<file path="src/sqs_pkg.sv">
package sqs_pkg;

    // screen size used for culling
    localparam int SCREEN_WIDTH  = 640;
    localparam int SCREEN_HEIGHT = 480;

    // field widths
    localparam int POS_W   = 16;
    localparam int SRC_W   = 10;
    localparam int EXT_W   = 11;
    localparam int TEX_W   = 16;
    localparam int TSIZE_W = 11;
    localparam int EDGE_W  = 13;
    localparam int UV_W    = 18;

    // divider geometry: numerator is a texel position plus an extent
    localparam int NUM_W       = SRC_W + 2;
    localparam int DEN_W       = TSIZE_W;
    localparam int QUO_W       = UV_W;
    localparam int DIV_BITS    = 3;
    localparam int DIV_STEPS   = QUO_W / DIV_BITS;
    localparam int DIV_CNT_W   = $clog2(DIV_STEPS);
    localparam int FRAC_W      = 16;

    typedef enum logic [1:0] {
        ST_IDLE,
        ST_SETUP,
        ST_DIV,
        ST_OUT
    } state_t;

    typedef struct packed {
        logic             start;
        logic [NUM_W-1:0] num;
        logic [DEN_W-1:0] den;
    } div_req_t;

    typedef struct packed {
        logic                     visible;
        logic signed [EDGE_W-1:0] x_first;
        logic signed [EDGE_W-1:0] x_second;
        logic signed [EDGE_W-1:0] y_first;
        logic signed [EDGE_W-1:0] y_second;
    } edge_res_t;

endpackage

</file>
<file path="src/sqs_div.sv">
module sqs_div (
    input  logic                         aclk,
    input  logic                         aresetn,
    input  sqs_pkg::div_req_t            req,
    output logic                         done,
    output logic [sqs_pkg::QUO_W-1:0]    quo
);

    logic                                busy_reg, busy_next;
    logic [sqs_pkg::DIV_CNT_W-1:0]       cnt_reg, cnt_next;
    logic [sqs_pkg::DEN_W-1:0]           rem_reg, rem_next;
    logic [sqs_pkg::QUO_W-1:0]           dvd_reg, dvd_next;
    logic [sqs_pkg::QUO_W-1:0]           quo_reg, quo_next;
    logic [sqs_pkg::DEN_W-1:0]           den_reg, den_next;
    logic                                sat_reg, sat_next;
    logic [sqs_pkg::DEN_W-1:0]           step_rem;
    logic [sqs_pkg::DIV_BITS-1:0]        step_q;

    // DIV_BITS restoring-division quotient bits per cycle
    always_comb begin
        logic [sqs_pkg::DEN_W:0] trial;
        step_rem = rem_reg;
        step_q   = '0;
        for (int i = 0; i < sqs_pkg::DIV_BITS; i++) begin
            trial = {step_rem, dvd_reg[sqs_pkg::QUO_W-1-i]};
            if (trial >= {1'b0, den_reg}) begin
                trial = trial - {1'b0, den_reg};
                step_q[sqs_pkg::DIV_BITS-1-i] = 1'b1;
            end
            step_rem = trial[sqs_pkg::DEN_W-1:0];
        end
    end

    assign done = busy_reg && (cnt_reg == sqs_pkg::DIV_CNT_W'(sqs_pkg::DIV_STEPS - 1));
    assign quo  = sat_reg ? '1
                          : {quo_reg[sqs_pkg::QUO_W-sqs_pkg::DIV_BITS-1:0], step_q};

    always_comb begin
        busy_next = busy_reg;
        cnt_next  = cnt_reg;
        rem_next  = rem_reg;
        dvd_next  = dvd_reg;
        quo_next  = quo_reg;
        den_next  = den_reg;
        sat_next  = sat_reg;
        if (req.start) begin
            busy_next = 1'b1;
            cnt_next  = '0;
            // upper numerator bits give the first partial remainder
            rem_next  = sqs_pkg::DEN_W'(req.num[sqs_pkg::NUM_W-1:2]);
            dvd_next  = {req.num[1:0], {sqs_pkg::FRAC_W{1'b0}}};
            quo_next  = '0;
            den_next  = req.den;
            // quotient reaches 4.0 (or the size is zero)
            sat_next  = {1'b0, req.num} >= {req.den, 2'b00};
        end else if (busy_reg) begin
            cnt_next = cnt_reg + 1'b1;
            rem_next = step_rem;
            dvd_next = dvd_reg << sqs_pkg::DIV_BITS;
            quo_next = {quo_reg[sqs_pkg::QUO_W-sqs_pkg::DIV_BITS-1:0], step_q};
            if (done) begin
                busy_next = 1'b0;
            end
        end
    end

    always_ff @(posedge aclk) begin
        if (!aresetn) begin
            busy_reg <= 1'b0;
            cnt_reg  <= '0;
        end else begin
            busy_reg <= busy_next;
            cnt_reg  <= cnt_next;
        end
        rem_reg <= rem_next;
        dvd_reg <= dvd_next;
        quo_reg <= quo_next;
        den_reg <= den_next;
        sat_reg <= sat_next;
    end

endmodule

</file>
<file path="src/sqs_edge.sv">
module sqs_edge (
    input  logic signed [sqs_pkg::POS_W-1:0] pos_x,
    input  logic signed [sqs_pkg::POS_W-1:0] pos_y,
    input  logic [sqs_pkg::EXT_W-1:0]        src_w,
    input  logic [sqs_pkg::EXT_W-1:0]        src_h,
    input  logic [1:0]                       flip_bits,
    input  logic                             double_scale,
    output sqs_pkg::edge_res_t               res
);

    localparam int PW = sqs_pkg::POS_W + 1;
    localparam int SW = sqs_pkg::POS_W + 2;

    logic signed [PW-1:0]         px, py;
    logic [sqs_pkg::EXT_W:0]      ew, eh;
    logic signed [SW-1:0]         x0, x1, y0, y1;

    function automatic logic signed [sqs_pkg::EDGE_W-1:0] clamp(
        input logic signed [SW-1:0] v
    );
        logic signed [SW-1:0] lo;
        logic signed [SW-1:0] hi;
        lo = SW'(-(2 ** (sqs_pkg::EDGE_W - 1)));
        hi = SW'(2 ** (sqs_pkg::EDGE_W - 1) - 1);
        if (v < lo) begin
            return lo[sqs_pkg::EDGE_W-1:0];
        end else if (v > hi) begin
            return hi[sqs_pkg::EDGE_W-1:0];
        end
        return v[sqs_pkg::EDGE_W-1:0];
    endfunction

    always_comb begin
        px = double_scale ? {pos_x, 1'b0} : PW'(pos_x);
        py = double_scale ? {pos_y, 1'b0} : PW'(pos_y);
        ew = double_scale ? {src_w, 1'b0} : {1'b0, src_w};
        eh = double_scale ? {src_h, 1'b0} : {1'b0, src_h};
        x0 = SW'(px);
        y0 = SW'(py);
        x1 = x0 + $signed({{(SW-sqs_pkg::EXT_W-1){1'b0}}, ew});
        y1 = y0 + $signed({{(SW-sqs_pkg::EXT_W-1){1'b0}}, eh});

        res.visible = (px < PW'(sqs_pkg::SCREEN_WIDTH)) && (py < PW'(sqs_pkg::SCREEN_HEIGHT))
                      && (x1 > 0) && (y1 > 0);
        res.x_first  = flip_bits[0] ? clamp(x1) : clamp(x0);
        res.x_second = flip_bits[0] ? clamp(x0) : clamp(x1);
        res.y_first  = flip_bits[1] ? clamp(y1) : clamp(y0);
        res.y_second = flip_bits[1] ? clamp(y0) : clamp(y1);
    end

endmodule

</file>
<file path="src/sprite_quad_setup.sv">
// sprite quad setup
// one sprite per input transfer on the s_ channel; one quad (edges, texture
// coordinates, load-texture flag) per drawn sprite on the m_ channel. hidden
// sprites and sprites wholly off screen give no output transfer.
// cfg_we/cfg_wdata write the double-scale register; write only while idle.
// sequence: after an input transfer the block passes through a setup state for
// culling, edges and texture tracking, then the shared divider computes
// u_start, u_end, v_start and v_end in turn (three quotient bits per cycle),
// and m_tvalid rises once the last quotient is stored. a dropped sprite takes
// the block from setup straight back to idle. one sprite is in flight at a
// time: s_tready is high only while idle, so no new sprite is taken while the
// single divider works on a drawn sprite.
// if the receiver stalls, the result is held in the output registers and no
// new sprite is taken until the output transfer completes.
// reset (aresetn low, synchronous) clears double-scale and forgets the
// remembered texture, so the first drawn sprite raises load_texture.
module sprite_quad_setup (
    input  logic         aclk,
    input  logic         aresetn,
    // configuration
    input  logic         cfg_we,
    input  logic         cfg_wdata,      // double_scale
    // sprite input
    input  logic         s_tvalid,
    output logic         s_tready,
    // pos_x, pos_y, src_x, src_y, src_w, src_h, tex_id, tex_w, tex_h
    input  logic [111:0] s_tdata,
    // hidden, flip_bits[1:0]
    input  logic [2:0]   s_tuser,
    input  logic         s_tlast,        // last_in_batch
    // quad output
    output logic         m_tvalid,
    input  logic         m_tready,
    // x_first, x_second, y_first, y_second, u_start, u_end, v_start, v_end,
    // four zero bits
    output logic [127:0] m_tdata,
    output logic [0:0]   m_tuser         // load_texture
);

    sqs_pkg::state_t state_reg, state_next;

    logic                                    ds_reg;
    logic signed [sqs_pkg::POS_W-1:0]        pos_x_reg, pos_y_reg;
    logic [sqs_pkg::SRC_W-1:0]               src_x_reg, src_y_reg;
    logic [sqs_pkg::EXT_W-1:0]               src_w_reg, src_h_reg;
    logic [sqs_pkg::TEX_W-1:0]               tex_id_reg;
    logic [sqs_pkg::TSIZE_W-1:0]             tex_w_reg, tex_h_reg;
    logic                                    hidden_reg, last_reg;
    logic [1:0]                              flip_reg;

    logic [sqs_pkg::TEX_W-1:0]               mem_tex_reg;
    logic                                    mem_valid_reg;
    logic                                    load_reg;
    logic signed [sqs_pkg::EDGE_W-1:0]       xf_reg, xs_reg, yf_reg, ys_reg;
    logic [sqs_pkg::UV_W-1:0]                uv_reg [4];
    logic [1:0]                              qidx_reg;

    logic                                    accept;
    logic                                    draw;
    logic [1:0]                              op_idx;
    logic                                    div_start;
    sqs_pkg::div_req_t                       div_req;
    logic                                    div_done;
    logic [sqs_pkg::QUO_W-1:0]               div_quo;
    sqs_pkg::edge_res_t                      edge_res;

    assign s_tready = (state_reg == sqs_pkg::ST_IDLE);
    assign m_tvalid = (state_reg == sqs_pkg::ST_OUT);
    assign accept   = s_tvalid && s_tready;
    assign draw     = !hidden_reg && edge_res.visible;

    assign m_tdata = {4'b0000, uv_reg[3], uv_reg[2], uv_reg[1], uv_reg[0],
                      ys_reg, yf_reg, xs_reg, xf_reg};
    assign m_tuser = load_reg;

    // culling and quad edges from the held sprite
    sqs_edge u_edge (
        .pos_x        (pos_x_reg),
        .pos_y        (pos_y_reg),
        .src_w        (src_w_reg),
        .src_h        (src_h_reg),
        .flip_bits    (flip_reg),
        .double_scale (ds_reg),
        .res          (edge_res)
    );

    // operand select for the shared divider: u_start, u_end, v_start, v_end
    always_comb begin
        div_req.start = div_start;
        unique case (op_idx)
            2'd0: div_req.num = sqs_pkg::NUM_W'(src_x_reg);
            2'd1: div_req.num = sqs_pkg::NUM_W'(src_x_reg) + sqs_pkg::NUM_W'(src_w_reg);
            2'd2: div_req.num = sqs_pkg::NUM_W'(src_y_reg);
            2'd3: div_req.num = sqs_pkg::NUM_W'(src_y_reg) + sqs_pkg::NUM_W'(src_h_reg);
            default: div_req.num = '0;
        endcase
        div_req.den = op_idx[1] ? tex_h_reg : tex_w_reg;
    end

    sqs_div u_div (
        .aclk    (aclk),
        .aresetn (aresetn),
        .req     (div_req),
        .done    (div_done),
        .quo     (div_quo)
    );

    // sequencer
    always_comb begin
        state_next = state_reg;
        div_start  = 1'b0;
        op_idx     = qidx_reg + 2'd1;
        unique case (state_reg)
            sqs_pkg::ST_IDLE: begin
                if (s_tvalid) begin
                    state_next = sqs_pkg::ST_SETUP;
                end
            end
            sqs_pkg::ST_SETUP: begin
                op_idx = 2'd0;
                if (draw) begin
                    div_start  = 1'b1;
                    state_next = sqs_pkg::ST_DIV;
                end else begin
                    state_next = sqs_pkg::ST_IDLE;
                end
            end
            sqs_pkg::ST_DIV: begin
                if (div_done) begin
                    if (qidx_reg == 2'd3) begin
                        state_next = sqs_pkg::ST_OUT;
                    end else begin
                        div_start = 1'b1;
                    end
                end
            end
            sqs_pkg::ST_OUT: begin
                if (m_tready) begin
                    state_next = sqs_pkg::ST_IDLE;
                end
            end
            default: state_next = sqs_pkg::ST_IDLE;
        endcase
    end

    always_ff @(posedge aclk) begin
        if (!aresetn) begin
            state_reg <= sqs_pkg::ST_IDLE;
        end else begin
            state_reg <= state_next;
        end
    end

    // configuration and texture tracking
    always_ff @(posedge aclk) begin
        if (!aresetn) begin
            ds_reg        <= 1'b0;
            mem_tex_reg   <= '0;
            mem_valid_reg <= 1'b0;
        end else begin
            if (cfg_we) begin
                ds_reg <= cfg_wdata;
            end
            if (state_reg == sqs_pkg::ST_SETUP) begin
                if (draw) begin
                    mem_tex_reg <= tex_id_reg;
                end
                // end of batch forgets the texture, drawn or not
                if (last_reg) begin
                    mem_valid_reg <= 1'b0;
                end else if (draw) begin
                    mem_valid_reg <= 1'b1;
                end
            end
        end
    end

    // sprite capture and result registers
    always_ff @(posedge aclk) begin
        if (accept) begin
            pos_x_reg  <= s_tdata[15:0];
            pos_y_reg  <= s_tdata[31:16];
            src_x_reg  <= s_tdata[41:32];
            src_y_reg  <= s_tdata[51:42];
            src_w_reg  <= s_tdata[62:52];
            src_h_reg  <= s_tdata[73:63];
            tex_id_reg <= s_tdata[89:74];
            tex_w_reg  <= s_tdata[100:90];
            tex_h_reg  <= s_tdata[111:101];
            hidden_reg <= s_tuser[0];
            flip_reg   <= s_tuser[2:1];
            last_reg   <= s_tlast;
        end
        if (state_reg == sqs_pkg::ST_SETUP) begin
            xf_reg   <= edge_res.x_first;
            xs_reg   <= edge_res.x_second;
            yf_reg   <= edge_res.y_first;
            ys_reg   <= edge_res.y_second;
            load_reg <= !mem_valid_reg || (mem_tex_reg != tex_id_reg);
            qidx_reg <= 2'd0;
        end else if (state_reg == sqs_pkg::ST_DIV && div_done) begin
            uv_reg[qidx_reg] <= div_quo;
            qidx_reg         <= qidx_reg + 2'd1;
        end
    end

    // input and output sides never open together
    a_one_side: assert property (@(posedge aclk) disable iff (!aresetn)
        !(s_tready && m_tvalid))
        else $error("input ready while a result is pending");

    // the divider only finishes while quotients are being collected
    a_div_done: assert property (@(posedge aclk) disable iff (!aresetn)
        div_done |-> (state_reg == sqs_pkg::ST_DIV))
        else $error("divider finished outside the divide phase");

    // a zero texture width saturates both u coordinates
    a_u_sat: assert property (@(posedge aclk) disable iff (!aresetn)
        (m_tvalid && (tex_w_reg == '0)) |-> ((&uv_reg[0]) && (&uv_reg[1])))
        else $error("u coordinates not saturated for zero texture width");

    // a drawn sprite enters the divide phase with the first quotient slot
    a_setup_div: assert property (@(posedge aclk) disable iff (!aresetn)
        (state_reg == sqs_pkg::ST_SETUP && draw) |=>
            (state_reg == sqs_pkg::ST_DIV && qidx_reg == 2'd0))
        else $error("drawn sprite did not start division");

endmodule
</file>
<file path="config.mk">
export PLATFORM = sky130hd
export DESIGN_NAME = sprite_quad_setup
export DESIGN_NICKNAME = d
export VERILOG_FILES = /design/src/sqs_pkg.sv /design/src/sqs_div.sv /design/src/sqs_edge.sv /design/src/sprite_quad_setup.sv
export SDC_FILE = /design/constraint.sdc
export NUM_CORES = 1
export LEC_CHECK = 0
export CORE_MARGIN = 1.5
export CORE_UTILIZATION = 45
export CTS_BUF_LIST = sky130_fd_sc_hd__clkbuf_8
export DETAILED_ROUTE_END_ITERATION = 6
export DONT_BUFFER_PORTS = 1
export PLACE_DENSITY = 0.65
export SLEW_MARGIN = 10
export SYNTH_ARGS = -nofsm -noshare
export SYNTH_HDL_FRONTEND = slang
export SYNTH_SLANG_ARGS = --single-unit
</file>
<file path="constraint.sdc">
create_clock -name aclk -period 6.52 [get_ports aclk]
set_input_delay 1.304 -clock aclk [delete_from_list [all_inputs] [get_ports aclk]]
set_output_delay 1.304 -clock aclk [all_outputs]
set_load 0.02 [all_outputs]
</file>
==> Word-level counts from Yosys, hierarchy flattened <==
Memories as Yosys holds them, arrays and structs flattened.
Index checks and enable logic that the tools add are counted.
{ "classes": {"n_mux": 60, "reduce_logical": 18, "n_bitwise": 1, "eq_ne": 13, "order_cmp": 16, "n_addsub": 9} }
{ "op_table": {"columns": ["op", "count"], "rows": [
  ["13-bit 2-to-1 mux", 16],
  ["18-bit 2-to-1 mux", 3],
  ["12-bit case mux with 4 select lines", 1],
  ["11-bit 2-to-1 mux", 4],
  ["17-bit by 13-bit adder with 18-bit output", 2],
  ["12-bit by 11-bit >= comparator with 1-bit output", 3],
  ["18-bit by 1-bit > comparator with 1-bit output (second input constant)", 2],
  ["18-bit by 13-bit > comparator with 1-bit output (second input constant)", 2],
  ["18-bit by 13-bit < comparator with 1-bit output (second input constant)", 2],
  ["17-bit by 13-bit > comparator with 1-bit output (second input constant)", 2],
  ["17-bit by 13-bit < comparator with 1-bit output (second input constant)", 2],
  ["11-bit subtractor", 3],
  ["16-bit 2-to-1 mux", 2],
  ["10-bit by 11-bit adder with 12-bit output", 2],
  ["12-bit 2-to-1 mux", 2],
  ["1-bit 2-to-1 mux", 22],
  ["10-bit 2-to-1 mux", 2],
  ["17-bit by 10-bit < comparator with 1-bit output (second input constant)", 1],
  ["17-bit by 11-bit < comparator with 1-bit output (second input constant)", 1],
  ["16-bit != test", 1],
  ["12-bit by 13-bit >= comparator with 1-bit output", 1],
  ["2-bit 2-to-1 mux", 6],
  ["2-bit equality test (second input constant)", 5],
  ["2-bit case mux with 4 select lines", 1],
  ["other kinds (16)", 29]
]} }
{ "totals": {"memories": 1, "input_bits": 122, "wordCells": 148, "out_inout_bits": 131, "regBits": 235, "ram_bits": 72} }
{ "memory_table": {"columns": ["name", "depth", "width", "read_ports", "rd_clocked_by_memory_dff", "write_ports", "line", "text"], "rows": [
  ["uv_reg", 4, 18, 4, 0, 1, "sprite_quad_setup.sv:55", "logic [sqs_pkg::UV_W-1:0] uv_reg [4];"]
]} }

==> Logic depth before layout (Yosys ltp) <==
{ "logic_depth": {"ltp_word": 9, "mapped_depth": 31, "mapped_depth_nobuf": 29} }

==> By module <==
From an unflattened synthesis, not the netlist that was laid out.
{ "hier_totals": {"cells_unflattened": 1454, "area_unflattened_um2": 16737.3} }
{ "modules_own_cells": {"columns": ["mod", "n_inst", "cells_each", "area_each_um2", "seq_area_each_um2"], "rows": [
  ["sprite_quad_setup", 1, 577, 9751.9, 7677.4],
  ["sqs_div", 1, 438, 3888.7, 1121.1],
  ["sqs_edge", 1, 439, 3096.7, 0.0]
]} }

==> Worst setup path after synthesis <==
Ideal clock, no wire load.
{ "synth_timing": {"path_kind": "register to register", "from": "reg u_div.den_reg[0] (netlist bit)", "to": "reg u_div.rem_reg[7] (netlist bit) (data pin)", "required_time_ns": 6.260, "path_stages_with_launch": 30, "synth_period_minus_slack_ns": 6.766, "path_slack_ns": -0.246, "n_path_buf": 3, "t_arrival_ns": 6.505, "setup_time_ns": 0.260, "path_cell_list": "edfxtp_1 > ha_1 > fa_1 > nand2b_1 > a211oi_1 > o31a_1 > o21ai_0 > nand2_1 > buf_2 > mux2_2 > ha_1 > nand3_1 > o211ai_1 > o41ai_1 > a21o_1 > nand3_1 > clkbuf_1 > nand2_1 > o21ai_0 > fa_1 > nor2b_1 > o21ai_0 > a21oi_1 > o211ai_1 > nand2_1 > o21ai_0 > o2111ai_1 > buf_2 > mux2_2 > mux2_4"} }
{ "synth_between": {"elab_chain_len": 8, "elab_cells_between_ends": 11, "classes_between": "add/sub: 3; order compare: 3; mux: 5"} }
{ "synth_lines": {"columns": ["item", "line", "text"], "rows": [
  ["start: declaration", "sqs_div.sv:14", "logic [sqs_pkg::DEN_W-1:0] den_reg, den_next;"],
  ["start signal: assignment", "sqs_div.sv:78", "den_reg <= den_next;"],
  ["11-bit subtractor / 12-bit by 11-bit >= comparator with 1-bit output (equally long branches)", "sqs_div.sv:27, sqs_div.sv:26", null],
  ["11-bit 2-to-1 mux", "sqs_div.sv:26", "if (trial >= {1'b0, den_reg}) begin"],
  ["11-bit subtractor / 12-bit by 11-bit >= comparator with 1-bit output (equally long branches)", "sqs_div.sv:27, sqs_div.sv:26", null],
  ["11-bit 2-to-1 mux", "sqs_div.sv:26", null],
  ["11-bit subtractor / 12-bit by 11-bit >= comparator with 1-bit output (equally long branches)", "sqs_div.sv:27, sqs_div.sv:26", null],
  ["11-bit 2-to-1 mux *", "sqs_div.sv:26", null],
  ["10-bit 2-to-1 mux *", "sqs_div.sv:56", "end else if (busy_reg) begin"],
  ["10-bit 2-to-1 mux *", "sqs_div.sv:46", "if (req.start) begin"],
  ["named net u_div.rem_next, one bit", "sqs_div.sv:11", "logic [sqs_pkg::DEN_W-1:0] rem_reg, rem_next;"],
  ["end signal: assignment", "sqs_div.sv:75", "rem_reg <= rem_next;"],
  ["end: declaration", "sqs_div.sv:11", null]
]} }
The timed path passes the listed nets; every way through them passes the cells marked *. The select of a mux whose other input is x is not followed.
A chain may end at the register's enable or synchronous reset.

==> Final worst setup path <==
{ "layout_timing": {"from": "reg u_div.den_reg[0] (netlist bit)", "to": "reg u_div.rem_reg[2] (netlist bit) (data pin)"} }
The elaborated chain is that of the path after synthesis.

==> flow_summary.yaml <==
grt:
  grt_pass1_wl_um: 63130
  overflow: 0
  use_met2_pct: 34.93
  met3_usage_pct: 6.693
  grtUsageTotal_pct: 20.91
  use_met1_pct: 25.52
  grt_pass1_vias: 11380
  top_usage_layer: "met2"
  grt_max_degree: 72
  antenna_found_initial: 14
die:
  io_pins: 253
  dieArea_um2: 38860
  fp.dieH_um: 197.1
  dieWidth_um: 197.1
  core-area_um2: 36870
  start_util_pct: 45.99
  row_count: 70
clocking:
  postCtsHoldBufs: 0
  cts_tree: "yes"
  root_buffer: "clkbuf_8"
  clk_pin_slew_worst_paths_ps: 70
  clock_sinks: 307
  clockBufferDepth: 3
  numCtsBuffers: 50
  insertion_delay_ps: 620
  ctsHtreeMaxLevel: 2
timing:
  timing.hold.ws_ps: 472.3
  skew_ps: 33.94
  fin_crit_ps: 6350
  final_hold_viol_count: 0
  finalSetupTns_ps: 0
  timing.fmax_ghz: 0.1575
  relSlewSlack_pct: 31.83
  setup_viol: 0
  worstMarginPinSlew_ps: 1023
  min_period_over_period_pct: 97.39
  maxSlewViolCount: 0
logic_synthesis:
  avgSynthCellArea_um2: 11.74
  synth.cell_area_um2: 16960
  yosysUniqueCellTypes: 84
  ys_async_sr_fraction_pct: 0
  yosysWarnings: 0
  yosys_register_bits: 307
  synth_ff_type: "edfxtp_1"
  seq_area_frac_synth_pct: 51.89
  synthCells: 1444
  synth_edf_count: 265
power:
  switching_share_pct: 28.74
  p_leak_nw: 7.204
  pwr-share-comb_pct: 22.4
  intPower_w: 0.003796
  switching_power_w: 0.001531
  p_clk_share_pct: 32.5
  ir_drop_mv: 0.1818
  seqPwrFrac_pct: 45.1
  p_per_area_nw_per_um2: 278.8
finish:
  finalNetCount: 1731
  design_area_um2: 19110
  final_common_cell: "edfxtp_1"
  mostFrequentLayoutCells: "265 x edfxtp_1, 101 x a21oi_1, 90 x nand2_1, 86 x mux2i_1, 85 x ha_1"
  n_fill_cell: 3241
  final_layout_size_suffix_gt1_share_pct: 17.90
  area_growth_pct: 12.69
  largest_reg_flops: 72
place:
  place.gp.congestion: 0.8844
  portBuffers: 0
  dpl_cell_area_um2: 17780
  dp_hpwl_um: 30220
setup_path:
  cp_slowest_cell: "o41ai_2"
  cp.required_ps: 6880
  max_stage_delay_ps: 420
  crit_top_cell: "mux2_2"
  cp.arrival_ps: 6710
  r2r_cells: 28
  endpoint_kind: "flop"
  start_kind: "flop"
  r2r_slack_ps: 170
  cp_max_fo: 7
  reg2reg_to: "u_div.rem_reg[2]"
  crit_type: "reg -> reg"
  r2r_start: "u_div.den_reg[0]"
detailed_routing:
  drc: 0
  first_pass_iters: 5
  drtAntennaViolNets: 0
  wl_per_cell_um: 19.81
  dr.first_iter.drc_count: 522
  vias: 11440
  via_per_inst: 5.568
  wl_um: 40690
min_path:
  holdPathEnd: "m_tuser"
  holdCritPathClass: "reg -> reg"
  worstHoldStart: "mem_valid_reg"
  min_path_cells: 1
status:
  status: "complete, no violations"
flow_run:
  drv_cap: 0
## through the flow
stage               power (W)  util [%]  setup WS [ps]  instances
floorplan            0.003286         -          3.001       1447
global placement     0.003557     48.22         -83.27       1948
detailed placement   0.003574     48.22         -310.4       1948
CTS                  0.005339     51.06          6.373       2037
global route         0.005594     51.78         -106.3       2048
finish               0.005327     51.83          170.0       2054
## power by group through the flow
stage	sequential (W)	clock (W)	combinational, W
3_5_place_dp	0.00244	0	0.00113
6_report	0.00240	0.00173	0.00119
2_1_floorplan	0.00241	0	0.000877
5_1_grt	0.00241	0.00186	0.00132
4_1_cts	0.00240	0.00179	0.00114
3_3_place_gp	0.00244	0	0.00111
## cell type report
| class | count | area, µm² | share of cell area [%] |
|---|---|---|---|
| antenna | 8 | 20.02 | 0.1048 |
| clock buffer | 54 | 743.2 | 3.889 |
| multi-input combinational | 1019 | 7881 | 41.24 |
| inverter | 62 | 235.2 | 1.231 |
| timing repair buffer | 65 | 514.2 | 2.691 |
| tap | 504 | 630.6 | 3.300 |
| sequential | 307 | 8800 | 46.05 |
| clock inverter | 35 | 285.3 | 1.493 |
## cell families after synthesis
family	count (synthesis)	share of synthesized area (%)
compound gates	333	13.24
xor+xnor	74	3.822
simple gates	345	10.05
mux	159	9.968
flops	307	51.89
fa+ha+maj	104	7.983
buf+inv	121	3.025
other cells	1	0.02211
## per-layer routing
| layer | up-vias | part of all wire [%] |
|---|---|---|
| li1 | 5557 | - |
| met1 | 5429 | 42 |
| met5 | - | 0.17 |
| met3 | 79 | 7.7 |
| met2 | 362 | 48 |
| met4 | 10 | 2.5 |
## critical path, delay by kind of cell (launching register included)
family / cells / cell delay, ps
adder cells (fa/ha/maj): 4 / 1100
AO/OA/AOI/OAI: 9 / 1880
buffers and inverters: 5 / 750
AND/OR/NAND/NOR: 6 / 780
multiplexers: 4 / 1180
flip-flops: 1 / 400
## synth_stat cells, types with 8 or more instances
master    instances  area (µm²)
a31oi_1          17       106.4
xor2_1           16       140.1
o21bai_1          8       60.06
mux2_2           70       788.3
nor3_1           26       130.1
buf_2            14       70.07
nand4_1          11       68.82
mux2i_1          86       860.8
nand2_1          91       341.6
or2_2            25       156.4
nor2_1           83       311.6
clkbuf_1         31       116.4
ha_1             97        1214
a21boi_0         22       165.2
edfxtp_1        265        7958
inv_1            60       225.2
a211oi_1         15       112.6
o211ai_1         15       112.6
a21o_1           23       172.7
a21oi_1         103       515.5
nor2b_1          21       131.4
xnor2_1          58       508.0
o21a_1           11       82.58
and3_1           12       75.07
nand3_1          26       130.1
o21ai_0          41       205.2
dfxtp_1          42       840.8
and2_1            9       56.30
nand2b_1         14       87.58
## how the worst max path moves through the flow
stage,from,depth (start not counted),slack (ps),end
floorplan,u_div.den_reg[0],27,3,u_div.rem_reg[7]
finish,u_div.den_reg[0],28,170,u_div.rem_reg[2]
global route,u_div.den_reg[0],28,-110,u_div.rem_reg[9]
global placement,u_div.den_reg[0],26,-80,u_div.rem_reg[2]
CTS,u_div.den_reg[0],26,6,u_div.rem_reg[5]
detailed placement,u_div.den_reg[0],26,-310,u_div.rem_reg[3]
## what timing repair did
item / 4_1_cts / 5_1_grt
pin swaps: 0 / 9
setup endpoints to repair: 13 / 14
resized for setup: 5 / 33
buffers inserted: 0 / 9
Note: power is estimated with default switching activity, not from simulation.
